## src/design/lrcf_pkg.sv

```systemverilog
package lrcf_pkg;

	// ring geometry
	localparam int RING_PIXELS = 60;
	localparam int PIX_W = 6;
	localparam logic [PIX_W-1:0] LAST_PIXEL = PIX_W'(RING_PIXELS - 1);
	localparam int BIN_PIXELS = 8;

	// queue depth between the decode front and the pixel back end
	localparam int QUEUE_DEPTH_DEF = 2;

	// display modes
	localparam logic [1:0] MODE_POINT = 2'd0;
	localparam logic [1:0] MODE_LINE = 2'd1;
	localparam logic [1:0] MODE_BINARY = 2'd2;

	// configuration register indexes
	localparam int CFG_IDX_W = 4;
	localparam logic [CFG_IDX_W-1:0] REG_DISPLAY_MODE = 4'd0;
	localparam logic [CFG_IDX_W-1:0] REG_HOUR_COLOR = 4'd1;
	localparam logic [CFG_IDX_W-1:0] REG_MINUTE_COLOR = 4'd2;
	localparam logic [CFG_IDX_W-1:0] REG_SECOND_COLOR = 4'd3;

	// register reset values
	localparam logic [23:0] HOUR_COLOR_RST = 24'hFF0000;
	localparam logic [23:0] MINUTE_COLOR_RST = 24'h00FF00;
	localparam logic [23:0] SECOND_COLOR_RST = 24'h0000FF;

	// hours register bits
	localparam int HREG_12H_BIT = 6;
	localparam int HREG_PM_BIT = 5;
	localparam int HREG_TENS_BIT = 4;

	// reciprocal for x / 12, exact for every 7-bit x
	localparam int DIV12_MUL = 43;
	localparam int DIV12_SHIFT = 9;

	typedef struct packed {
		logic [1:0] mode;
		logic [23:0] hour_color;
		logic [23:0] minute_color;
		logic [23:0] second_color;
	} cfg_t;

	// one classified reading, as the back end consumes it
	typedef struct packed {
		logic [7:0] hour;
		logic [6:0] minute;
		logic [6:0] second;
	} item_t;

	typedef struct packed {
		logic full;
		logic empty;
	} q_status_t;

	function automatic logic [6:0] bcd_to_bin(input logic [6:0] x);
		logic [6:0] tens;
		tens = {4'd0, x[6:4]};
		return 7'((tens << 3) + (tens << 1) + {3'd0, x[3:0]});
	endfunction

	function automatic logic [2:0] div12(input logic [6:0] x);
		logic [12:0] prod;
		prod = 13'({6'd0, x} * 13'(DIV12_MUL));
		return prod[DIV12_SHIFT +: 3];
	endfunction

	// does a hand at this value light this pixel
	function automatic logic hand_lights(input logic [1:0] mode, input logic [7:0] value,
		input logic [PIX_W-1:0] pix);
		logic lit;
		case (mode)
			MODE_POINT: lit = ({2'd0, pix} == value);
			MODE_LINE: lit = ({2'd0, pix} < value);
			MODE_BINARY: lit = (pix < PIX_W'(BIN_PIXELS)) && value[pix[2:0]];
			default: lit = 1'b0;
		endcase
		return lit;
	endfunction

endpackage

```

## src/design/lrcf_front.sv

```systemverilog
module lrcf_front (
	input logic start,
	output logic busy,
	input logic [6:0] seconds_bcd,
	input logic [6:0] minutes_bcd,
	input logic [6:0] hours_reg,
	input logic [1:0] mode,
	input lrcf_pkg::q_status_t q_status,
	output logic push,
	output lrcf_pkg::item_t push_item
);
	import lrcf_pkg::*;

	logic [6:0] minute;
	logic [4:0] h12;
	logic [4:0] h12_wrap;
	logic [5:0] h24;
	logic [5:0] hour_raw;
	logic [7:0] hour_pos;
	logic [7:0] hour_wrap;

	// accept whenever the queue has room
	assign busy = q_status.full;
	assign push = start && !q_status.full;

	assign minute = bcd_to_bin(minutes_bcd);

	// twelve-hour decode: ones plus ten, fold at twelve, then PM
	always_comb begin
		h12 = {1'b0, hours_reg[3:0]} + (hours_reg[HREG_TENS_BIT] ? 5'd10 : 5'd0);
		h12_wrap = (h12 >= 5'd12) ? h12 - 5'd12 : h12;
		if (hours_reg[HREG_PM_BIT]) begin
			h12_wrap = h12_wrap + 5'd12;
		end
	end

	// twenty-four-hour decode: bits 5:4 as tens
	assign h24 = 6'(bcd_to_bin({1'b0, hours_reg[5:0]}));

	always_comb begin
		if (hours_reg[HREG_12H_BIT]) begin
			hour_raw = (mode == MODE_BINARY) ? {1'b0, h12} : {1'b0, h12_wrap};
		end else begin
			hour_raw = h24;
		end
	end

	// place the hour hand at hour*5 + minute/12, wrapped once
	always_comb begin
		hour_pos = {hour_raw, 2'b00} + {2'd0, hour_raw} + {5'd0, div12(minute)};
		hour_wrap = (hour_pos >= 8'(RING_PIXELS)) ? hour_pos - 8'(RING_PIXELS) : hour_pos;
	end

	always_comb begin
		push_item.hour = (mode == MODE_BINARY) ? {2'd0, hour_raw} : hour_wrap;
		push_item.minute = minute;
		push_item.second = bcd_to_bin(seconds_bcd);
	end

endmodule

```

## src/design/lrcf_queue.sv

```systemverilog
module lrcf_queue #(
	parameter int DEPTH = lrcf_pkg::QUEUE_DEPTH_DEF
) (
	input logic clk,
	input logic arst_n,
	input logic push,
	input lrcf_pkg::item_t push_item,
	input logic pop,
	output lrcf_pkg::item_t head,
	output lrcf_pkg::q_status_t status
);
	import lrcf_pkg::*;

	localparam int PTR_W = (DEPTH > 1) ? $clog2(DEPTH) : 1;
	localparam int CNT_W = $clog2(DEPTH + 1);

	item_t entries_q [DEPTH];
	logic [PTR_W-1:0] wr_ptr_q;
	logic [PTR_W-1:0] rd_ptr_q;
	logic [CNT_W-1:0] count_q;

	assign status.full = (count_q == CNT_W'(DEPTH));
	assign status.empty = (count_q == '0);
	assign head = entries_q[rd_ptr_q];

	function automatic logic [PTR_W-1:0] next_ptr(input logic [PTR_W-1:0] p);
		return (p == PTR_W'(DEPTH - 1)) ? '0 : p + 1'b1;
	endfunction

	// store a beat at the write pointer
	always_ff @(posedge clk) begin
		if (push) begin
			entries_q[wr_ptr_q] <= push_item;
		end
	end

	// advance pointers and track fill
	always_ff @(posedge clk or negedge arst_n) begin
		if (!arst_n) begin
			wr_ptr_q <= '0;
			rd_ptr_q <= '0;
			count_q <= '0;
		end else begin
			if (push) begin
				wr_ptr_q <= next_ptr(wr_ptr_q);
			end
			if (pop) begin
				rd_ptr_q <= next_ptr(rd_ptr_q);
			end
			if (push && !pop) begin
				count_q <= count_q + 1'b1;
			end else if (pop && !push) begin
				count_q <= count_q - 1'b1;
			end
		end
	end

endmodule

```

## src/design/lrcf_back.sv

```systemverilog
module lrcf_back (
	input logic clk,
	input logic arst_n,
	input lrcf_pkg::cfg_t cfg,
	input lrcf_pkg::item_t head,
	input lrcf_pkg::q_status_t q_status,
	output logic pop,
	output logic strobe,
	output logic [5:0] pixel_index,
	output logic [7:0] red,
	output logic [7:0] green,
	output logic [7:0] blue,
	output logic frame_last
);
	import lrcf_pkg::*;

	item_t item_q;
	logic [PIX_W-1:0] pix_q;
	logic active_q;
	logic strobe_q;
	logic [5:0] pixel_index_q;
	logic [7:0] red_q;
	logic [7:0] green_q;
	logic [7:0] blue_q;
	logic frame_last_q;

	logic [23:0] hour_c;
	logic [23:0] minute_c;
	logic [23:0] second_c;
	logic [23:0] mix;

	// take the next reading when idle or on the last pixel of a frame
	assign pop = !q_status.empty && (!active_q || pix_q == LAST_PIXEL);

	always_ff @(posedge clk or negedge arst_n) begin
		if (!arst_n) begin
			active_q <= 1'b0;
			pix_q <= '0;
		end else if (pop) begin
			active_q <= 1'b1;
			pix_q <= '0;
		end else if (active_q) begin
			if (pix_q == LAST_PIXEL) begin
				active_q <= 1'b0;
			end else begin
				pix_q <= pix_q + 1'b1;
			end
		end
	end

	always_ff @(posedge clk) begin
		if (pop) begin
			item_q <= head;
		end
	end

	// drop unlit hands to black, then take the channel maxima
	always_comb begin
		hour_c = hand_lights(cfg.mode, item_q.hour, pix_q) ? cfg.hour_color : '0;
		minute_c = hand_lights(cfg.mode, {1'b0, item_q.minute}, pix_q) ? cfg.minute_color : '0;
		second_c = hand_lights(cfg.mode, {1'b0, item_q.second}, pix_q) ? cfg.second_color : '0;
		for (int ch = 0; ch < 3; ch++) begin
			mix[ch*8 +: 8] = hour_c[ch*8 +: 8];
			if (minute_c[ch*8 +: 8] > mix[ch*8 +: 8]) begin
				mix[ch*8 +: 8] = minute_c[ch*8 +: 8];
			end
			if (second_c[ch*8 +: 8] > mix[ch*8 +: 8]) begin
				mix[ch*8 +: 8] = second_c[ch*8 +: 8];
			end
		end
	end

	// register the result beat
	always_ff @(posedge clk or negedge arst_n) begin
		if (!arst_n) begin
			strobe_q <= 1'b0;
		end else begin
			strobe_q <= active_q;
		end
	end

	always_ff @(posedge clk) begin
		pixel_index_q <= pix_q;
		red_q <= mix[23:16];
		green_q <= mix[15:8];
		blue_q <= mix[7:0];
		frame_last_q <= (pix_q == LAST_PIXEL);
	end

	assign strobe = strobe_q;
	assign pixel_index = pixel_index_q;
	assign red = red_q;
	assign green = green_q;
	assign blue = blue_q;
	assign frame_last = frame_last_q;

endmodule

```

## src/design/led_ring_clock_face.sv

```systemverilog
// LED ring clock face.
// Input: one clock reading (seconds_bcd, minutes_bcd, hours_reg) is taken at a
// rising edge with start high and busy low. Busy is high only while the
// reading queue is full.
// Output: each reading gives 60 result beats, pixel 0 to 59 in order, one per
// cycle, each shown for one cycle with strobe high; frame_last marks pixel 59.
// The receiver cannot stall, so beats are never held back.
// When the pixel engine is idle, an accepted reading passes through the queue
// and the back end's reading and pixel registers before pixel 0 appears from
// the output registers. The pixel counter in the back end emits one pixel per
// cycle; frames from queued readings follow each other with no gap.
// Configuration: cfg_valid/cfg_ready with cfg_index and cfg_data; ready is
// always high. Index 0 display mode, 1 hour, 2 minute, 3 second color; other
// indexes are ignored. Write only while no frame is pending.
// Reset: registers return to point mode and red/green/blue hand colors, the
// queue empties and no beat is shown.
module led_ring_clock_face #(
	parameter int QUEUE_DEPTH = lrcf_pkg::QUEUE_DEPTH_DEF
) (
	input logic clk,
	input logic arst_n,
	input logic start,
	output logic busy,
	input logic [6:0] seconds_bcd,
	input logic [6:0] minutes_bcd,
	input logic [6:0] hours_reg,
	input logic cfg_valid,
	output logic cfg_ready,
	input logic [lrcf_pkg::CFG_IDX_W-1:0] cfg_index,
	input logic [23:0] cfg_data,
	output logic strobe,
	output logic [5:0] pixel_index,
	output logic [7:0] red,
	output logic [7:0] green,
	output logic [7:0] blue,
	output logic frame_last
);
	import lrcf_pkg::*;

	cfg_t cfg_q;
	logic push;
	logic pop;
	item_t push_item;
	item_t head;
	q_status_t q_status;

	assign cfg_ready = 1'b1;

	// hold configuration registers
	always_ff @(posedge clk or negedge arst_n) begin
		if (!arst_n) begin
			cfg_q.mode <= MODE_POINT;
			cfg_q.hour_color <= HOUR_COLOR_RST;
			cfg_q.minute_color <= MINUTE_COLOR_RST;
			cfg_q.second_color <= SECOND_COLOR_RST;
		end else if (cfg_valid && cfg_ready) begin
			case (cfg_index)
				REG_DISPLAY_MODE: cfg_q.mode <= cfg_data[1:0];
				REG_HOUR_COLOR: cfg_q.hour_color <= cfg_data;
				REG_MINUTE_COLOR: cfg_q.minute_color <= cfg_data;
				REG_SECOND_COLOR: cfg_q.second_color <= cfg_data;
				default: ;
			endcase
		end
	end

	lrcf_front u_front (
		.start(start),
		.busy(busy),
		.seconds_bcd(seconds_bcd),
		.minutes_bcd(minutes_bcd),
		.hours_reg(hours_reg),
		.mode(cfg_q.mode),
		.q_status(q_status),
		.push(push),
		.push_item(push_item)
	);

	lrcf_queue #(.DEPTH(QUEUE_DEPTH)) u_queue (
		.clk(clk),
		.arst_n(arst_n),
		.push(push),
		.push_item(push_item),
		.pop(pop),
		.head(head),
		.status(q_status)
	);

	lrcf_back u_back (
		.clk(clk),
		.arst_n(arst_n),
		.cfg(cfg_q),
		.head(head),
		.q_status(q_status),
		.pop(pop),
		.strobe(strobe),
		.pixel_index(pixel_index),
		.red(red),
		.green(green),
		.blue(blue),
		.frame_last(frame_last)
	);

endmodule

```

## config.mk

```make
export PLATFORM = sky130hd
export DESIGN_NAME = led_ring_clock_face
export DESIGN_NICKNAME = d
export VERILOG_FILES = /design/src/design/lrcf_pkg.sv /design/src/design/lrcf_front.sv /design/src/design/lrcf_queue.sv /design/src/design/lrcf_back.sv /design/src/design/led_ring_clock_face.sv
export SDC_FILE = /design/constraint.sdc
export NUM_CORES = 1
export LEC_CHECK = 0
export BUFFER_PORTS_ARGS = -buffer_cell sky130_fd_sc_hd__buf_2
export CAP_MARGIN = 20
export CORE_MARGIN = 10
export CORE_UTILIZATION = 45
export CTS_CLUSTER_DIAMETER = 80
export DETAILED_ROUTE_END_ITERATION = 12
export SYNTH_ARGS = -nofsm -noshare
export SYNTH_HDL_FRONTEND = slang
export SYNTH_SLANG_ARGS = --single-unit
export TNS_END_PERCENT = 50
```

## constraint.sdc

```tcl
create_clock -name clk -period 6.32 [get_ports clk]
set_input_delay 0.632 -clock clk [delete_from_list [all_inputs] [get_ports clk]]
set_output_delay 0.632 -clock clk [all_outputs]
set_load 0.02 [all_outputs]
```

# Word level (Yosys, flattened, before mapping)

Memory sizes are Yosys's and may differ from the RTL's. A register that Yosys moved wholly into a read port is not among the register bits.
Cells that the tools add are included.

Bits in registers: 117
Output and inout port bits: 34
Memory bits (writable): 44
Memories: 1
Bits of input ports: 53

Eq/ne operators: 11
Reduce and logical (&&, ||, !) cells: 23
Multipliers: 1
Mux-type cells: 37
Add/subtract/negate cells: 17
Order comparisons: 13

Memory list:

| memory            | depth | width | rd ports | clocked after Yosys merged registers in | write ports | line             | source |
|---|---|---|---|---|---|---|---|
| u_queue.entries_q | 2     | 22    | 1        | 1                                       | 1           | lrcf_queue.sv:17 | `item_t entries_q [DEPTH];` |

Operators by type and width:

| cell                   | count |
|---|---|
| $mux W24               | 3 |
| $mux W8                | 8 |
| $gt A8 B8 Y1           | 6 |
| $mux W6                | 4 |
| $mux W5                | 3 |
| $add A6 B4 Y7          | 2 |
| $add A7 B4 Y7          | 2 |
| $eq A6 B7 Y1           | 2 |
| $lt A6 B7 Y1           | 2 |
| $mul A7 B6 Y12 const B | 1 |
| $mux W1                | 10 |
| $reduce_and A2 Y1      | 5 |
| $bmux W1 S3            | 3 |
| $pmux W1 S3            | 3 |
| $add A8 B3 Y8          | 1 |
| $add A8 B6 Y8          | 1 |
| $eq A4 B2 Y1 const B   | 2 |
| $eq A6 B8 Y1           | 1 |
| $ge A8 B6 Y1 const B   | 1 |
| $lt A6 B8 Y1           | 1 |
| $sub A8 B6 Y8 const B  | 1 |
| $logic_and A1 B1 Y1    | 7 |
| $add A5 B3 Y6          | 1 |
| $add A6 B1 Y6 const B  | 1 |
| other kinds (22)       | 31 |

# Logic depth before layout (Yosys ltp)

Depth in word-level cells: 13
Depth in mapped cells: 29
Gate-level depth less buffers: 29

# Modules after synthesis

A second synthesis with hierarchy kept.

Cells, all modules: 995
Area total of the unflattened synthesis: 11323.4 um^2

Modules (own cells, without submodules):

| module              | seq. area each (um^2) | instances | area each (um^2) | cells each |
|---|---|---|---|---|
| lrcf_back           | 1481.4                | 1         | 4556.9           | 496 |
| led_ring_clock_face | 1881.8                | 1         | 2924.1           | 163 |
| lrcf_front          | 0.0                   | 1         | 2064.5           | 252 |
| lrcf_queue          | 1421.4                | 1         | 1778.0           | 84 |

# Worst setup path after synthesis

OpenSTA, ideal clock, no wires.

Path kind: input -> register
Start point: input minutes_bcd[3]
End point: memory u_queue.entries_q[0][21] (netlist bit), data pin
Arrival: 7.229 ns
Cell stages on the path: 24
Path slack: -1.066 ns
Path buffers: 0
Cell sequence: fa_1 inv_1 fa_1 xnor2_1 ha_1 fa_1 inv_1 fa_1 inv_1 ha_1 a21oi_1 or4b_2 a31oi_1 xor2_1 fa_1 fa_1 xor2_1 inv_1 ha_1 inv_1 a211oi_1 nand2_1 or4_1 a21oi_1

RTL lines:

| element         | line                      | source |
|---|---|---|
| start, declared | led_ring_clock_face.sv:25 | `input logic [6:0] minutes_bcd,` |
| end, declared   | lrcf_queue.sv:17          |  |

==> impl_metrics.tcl <==
set metrics [dict create \
    outcome "complete, but fails checks" \
    violations "setup timing" \
    cp_slowest_stage_delay_ns 0.57 \
    core_area_um2 25000 \
    ant_nets 0 \
    grt_pass1_wl_um 41300 \
    clock.fmax_mhz 155 \
    critPathKind "in2reg" \
    cts.hold.buffers_added 0 \
    final_common_cell "ha_1" \
    peakVddDrop_mv 0.433 \
    drtPass1Iterations 5 \
    port_buffers 85 \
    final_area_um2 13400 \
    synth-async-reset-ratio 0.470 \
    fin_ws_ns -0.117 \
    synth_edf_count 66 \
    pwr_density_cell_nw_per_um2 424 \
    cts_tree "done" \
    synth_top_area_share 0.175 \
    drive_gt1_frac 0.343 \
    clkSinkCount 183 \
    synth_compound_area_frac 0.113 \
    syn_inst 992 \
    row_count 58 \
    required_ns 6.61 \
    chipHeight_um 179 \
    die_area_um2 31900 \
    synth_xor_area_frac 0.0193 \
    synth_top_cell_by_area "edfxtp_1" \
    grt_pass1_vias 8248 \
    dp_hpwl_um 17900 \
    clock_latency_ns 0.43 \
    muxShareOfSynthArea 0.108 \
    die_w_um 179 \
    pin_count 87 \
    finClkSkew_ns 0.0103 \
    postRouteWirelength_um 24600 \
    p_leak_nw 5.76 \
    clk_pin_slew_worst_paths_ns 0.07 \
    n_fill_cell 2246 \
    synthSimpleGateAreaFrac 0.143 \
    relSlewSlack 0.358 \
    path_cells "buf_8, fa_1, inv_2, fa_2, inv_2, ha_1, inv_1, fa_1, fa_1, inv_2, ha_4, nand2_2, o21ai_2, or4b_4, a31oi_4, xor2_2, fa_2, fa_2, nor2b_2, o31a_1, a21oi_1, and3_1, or4_4, a21oi_2" \
    rsz0062_at_grt "true" \
    nets 1310 \
    antenna_found_initial 0 \
    synth-seq-cells 183 \
    path_buf_inv 5 \
    setup_violations 12 \
    wire_per_inst_um 16.8 \
    clock-root-buffer "clkbuf_16" \
    path_max_fanout 4 \
    grt_max_degree 61 \
    vias 7934 \
    synth_top_family_by_area "adder cells" \
    syn_area_um2 11300 \
    cp-start-kind "input pin" \
    viasPerCell 5.42 \
    worstMarginPinSlew_ns 0.963 \
    hold_class "in2async" \
    grtUsageTotal 0.159 \
    synth_warnings 0 \
    post-route-period-util 1.02 \
    multi_input_comb_area_um2 6430 \
    syn_nets 1181 \
    route.detailed.drc 0 \
    synth_adder_area_share 0.159 \
    cp-end-kind "register" \
    htree_levels 4 \
    area.sequential_um2 4780 \
    start_util 0.454 \
    area_growth_pct 17.9 \
    cts_buffer_depth 2 \
    place_area_um2 12500 \
    maxCapViolCount 0 \
    finalSetupTns_ns -0.802 \
    ys_seq_area_frac 0.422 \
    place_congestion 0.798 \
    synth_cell_type_count 71 \
    critPathSlowestCell "fa_1" \
    hold_viol_final 0 \
    final_cell_mix "ha_1, mux2_2, buf_2" \
    critical-path-top-delay-family "adder cells" \
    finalCriticalPeriod_ns 6.44 \
    grt-ovfl-total 0 \
    synth.avg_cell_area_um2 11.4 \
    crit_arrival_ns 6.72 \
    drv_slew 0 \
    synth_area_leaders "edfxtp_1, dfrtp_1, ha_1" \
    drtIter0Drc 513 \
    ys_dominant_reg_cell "edfxtp_1" \
    cts_made_buffers 17 \
]
[power by group]
part	switching [mW]	leakage, nW	internal [mW]	total [mW]
Combinational	1.50	3.63	1.38	2.88
Clock	0.454	0.272	0.546	1.00
Sequential	0.153	1.86	1.63	1.78
[per-layer routing]
layer	vias to the layer above	global-route usage	share of wire
met5	-	0	0
met4	0	0.0493	0.015
met3	23	0.0232	0.037
met2	124	0.277	0.50
met1	3854	0.199	0.45
li1	3933	-	-
[sequential cells by signal (all words and copies together) (netlist names)]
| name | cells |
|---|---|
| u_back.active_q | 1 |
| u_queue.entries_q | 44 |
| u_back.pixel_index | 6 |
| u_queue.rd_ptr_q | 1 |
| u_back.strobe | 1 |
| u_queue.count_q | 2 |
| u_back.green | 8 |
| u_back.pix_q | 6 |
| cfg_q | 74 |
| u_back.item_q | 22 |
| u_back.red | 8 |
| u_back.frame_last | 1 |
| u_back.blue | 8 |
| u_queue.wr_ptr_q | 1 |
[layout make-up]
type	count	area share
flip-flops and latches	183	0.358
clock inverters	13	0.00890
multi-input cells	713	0.481
inverters	55	0.0155
diodes	1	0.000187
clock buffers	19	0.0324
repair buffers	151	0.0728
well taps	330	0.0309
[cell families (layout without fill, tap and decap cells)]
group	count (synthesis)	count (layout)
other	1	2
buffers and inverters	96	238
and+or+nand+nor	262	262
muxes	105	105
xor gates and xnor gates	25	25
AOI/OAI and AO/OA	184	184
DFF	183	183
adders and majority gates	136	136
[what timing repair did]
item | CTS | global route
gates resized for setup | 29 | 14
pin swaps | 22 | 6
buffers inserted | 6 | 0
setup endpoints to repair | 12 | 12
[Yosys cell counts, types with 16 or more instances]
library cell  number
a21o_1            16
a21oi_1           45
a221o_1           23
a31oi_1           26
and2_1            25
clkbuf_1          22
dfrtp_1           62
dfstp_2           24
dfxtp_1           31
edfxtp_1          66
ha_1             123
inv_1             55
mux2_2            97
nand2_1           57
nand3_1           25
nor2_1            19
nor2b_1           22
nor3b_1           23
o21ai_0           30
[path summary, 6_finish.rpt]
| check | start | to | slack (ns) | cells past startpoint |
|---|---|---|---|---|
| worst max-delay path | minutes_bcd[6] | u_queue.entries_q[0][21] | -0.12 | 24 |
| worst max register to register | u_back.pix_q[3] | u_back.blue[2] | 0.76 | 22 |
| max in group asynchronous | arst_n | cfg_q[60] | 5.10 | 2 |
| worst min-delay path | arst_n | cfg_q[17] | 0.11 | 1 |
| worst min register to register | u_back.active_q | u_back.strobe | 0.51 | 0 |
| min in group clk | seconds_bcd[0] | u_queue.entries_q[1][0] | 0.42 | 1 |
[stage by stage]
step / util / hold slack, ns / worst slack [ns] / std cells / total power, mW
2_1_floorplan: - / 0.336 / -0.391 / 992 / 3.48
3_3_place_gp: 0.501 / 0.498 / -0.661 / 1425 / 4.37
3_5_place_dp: 0.501 / 0.499 / -0.792 / 1425 / 4.41
4_1_cts: 0.531 / 0.105 / -0.0991 / 1463 / 5.64
5_1_grt: 0.535 / 0.127 / -0.386 / 1464 / 6.09
6_report: 0.535 / 0.111 / -0.117 / 1465 / 5.66
(Power assumes the default switching activity.)
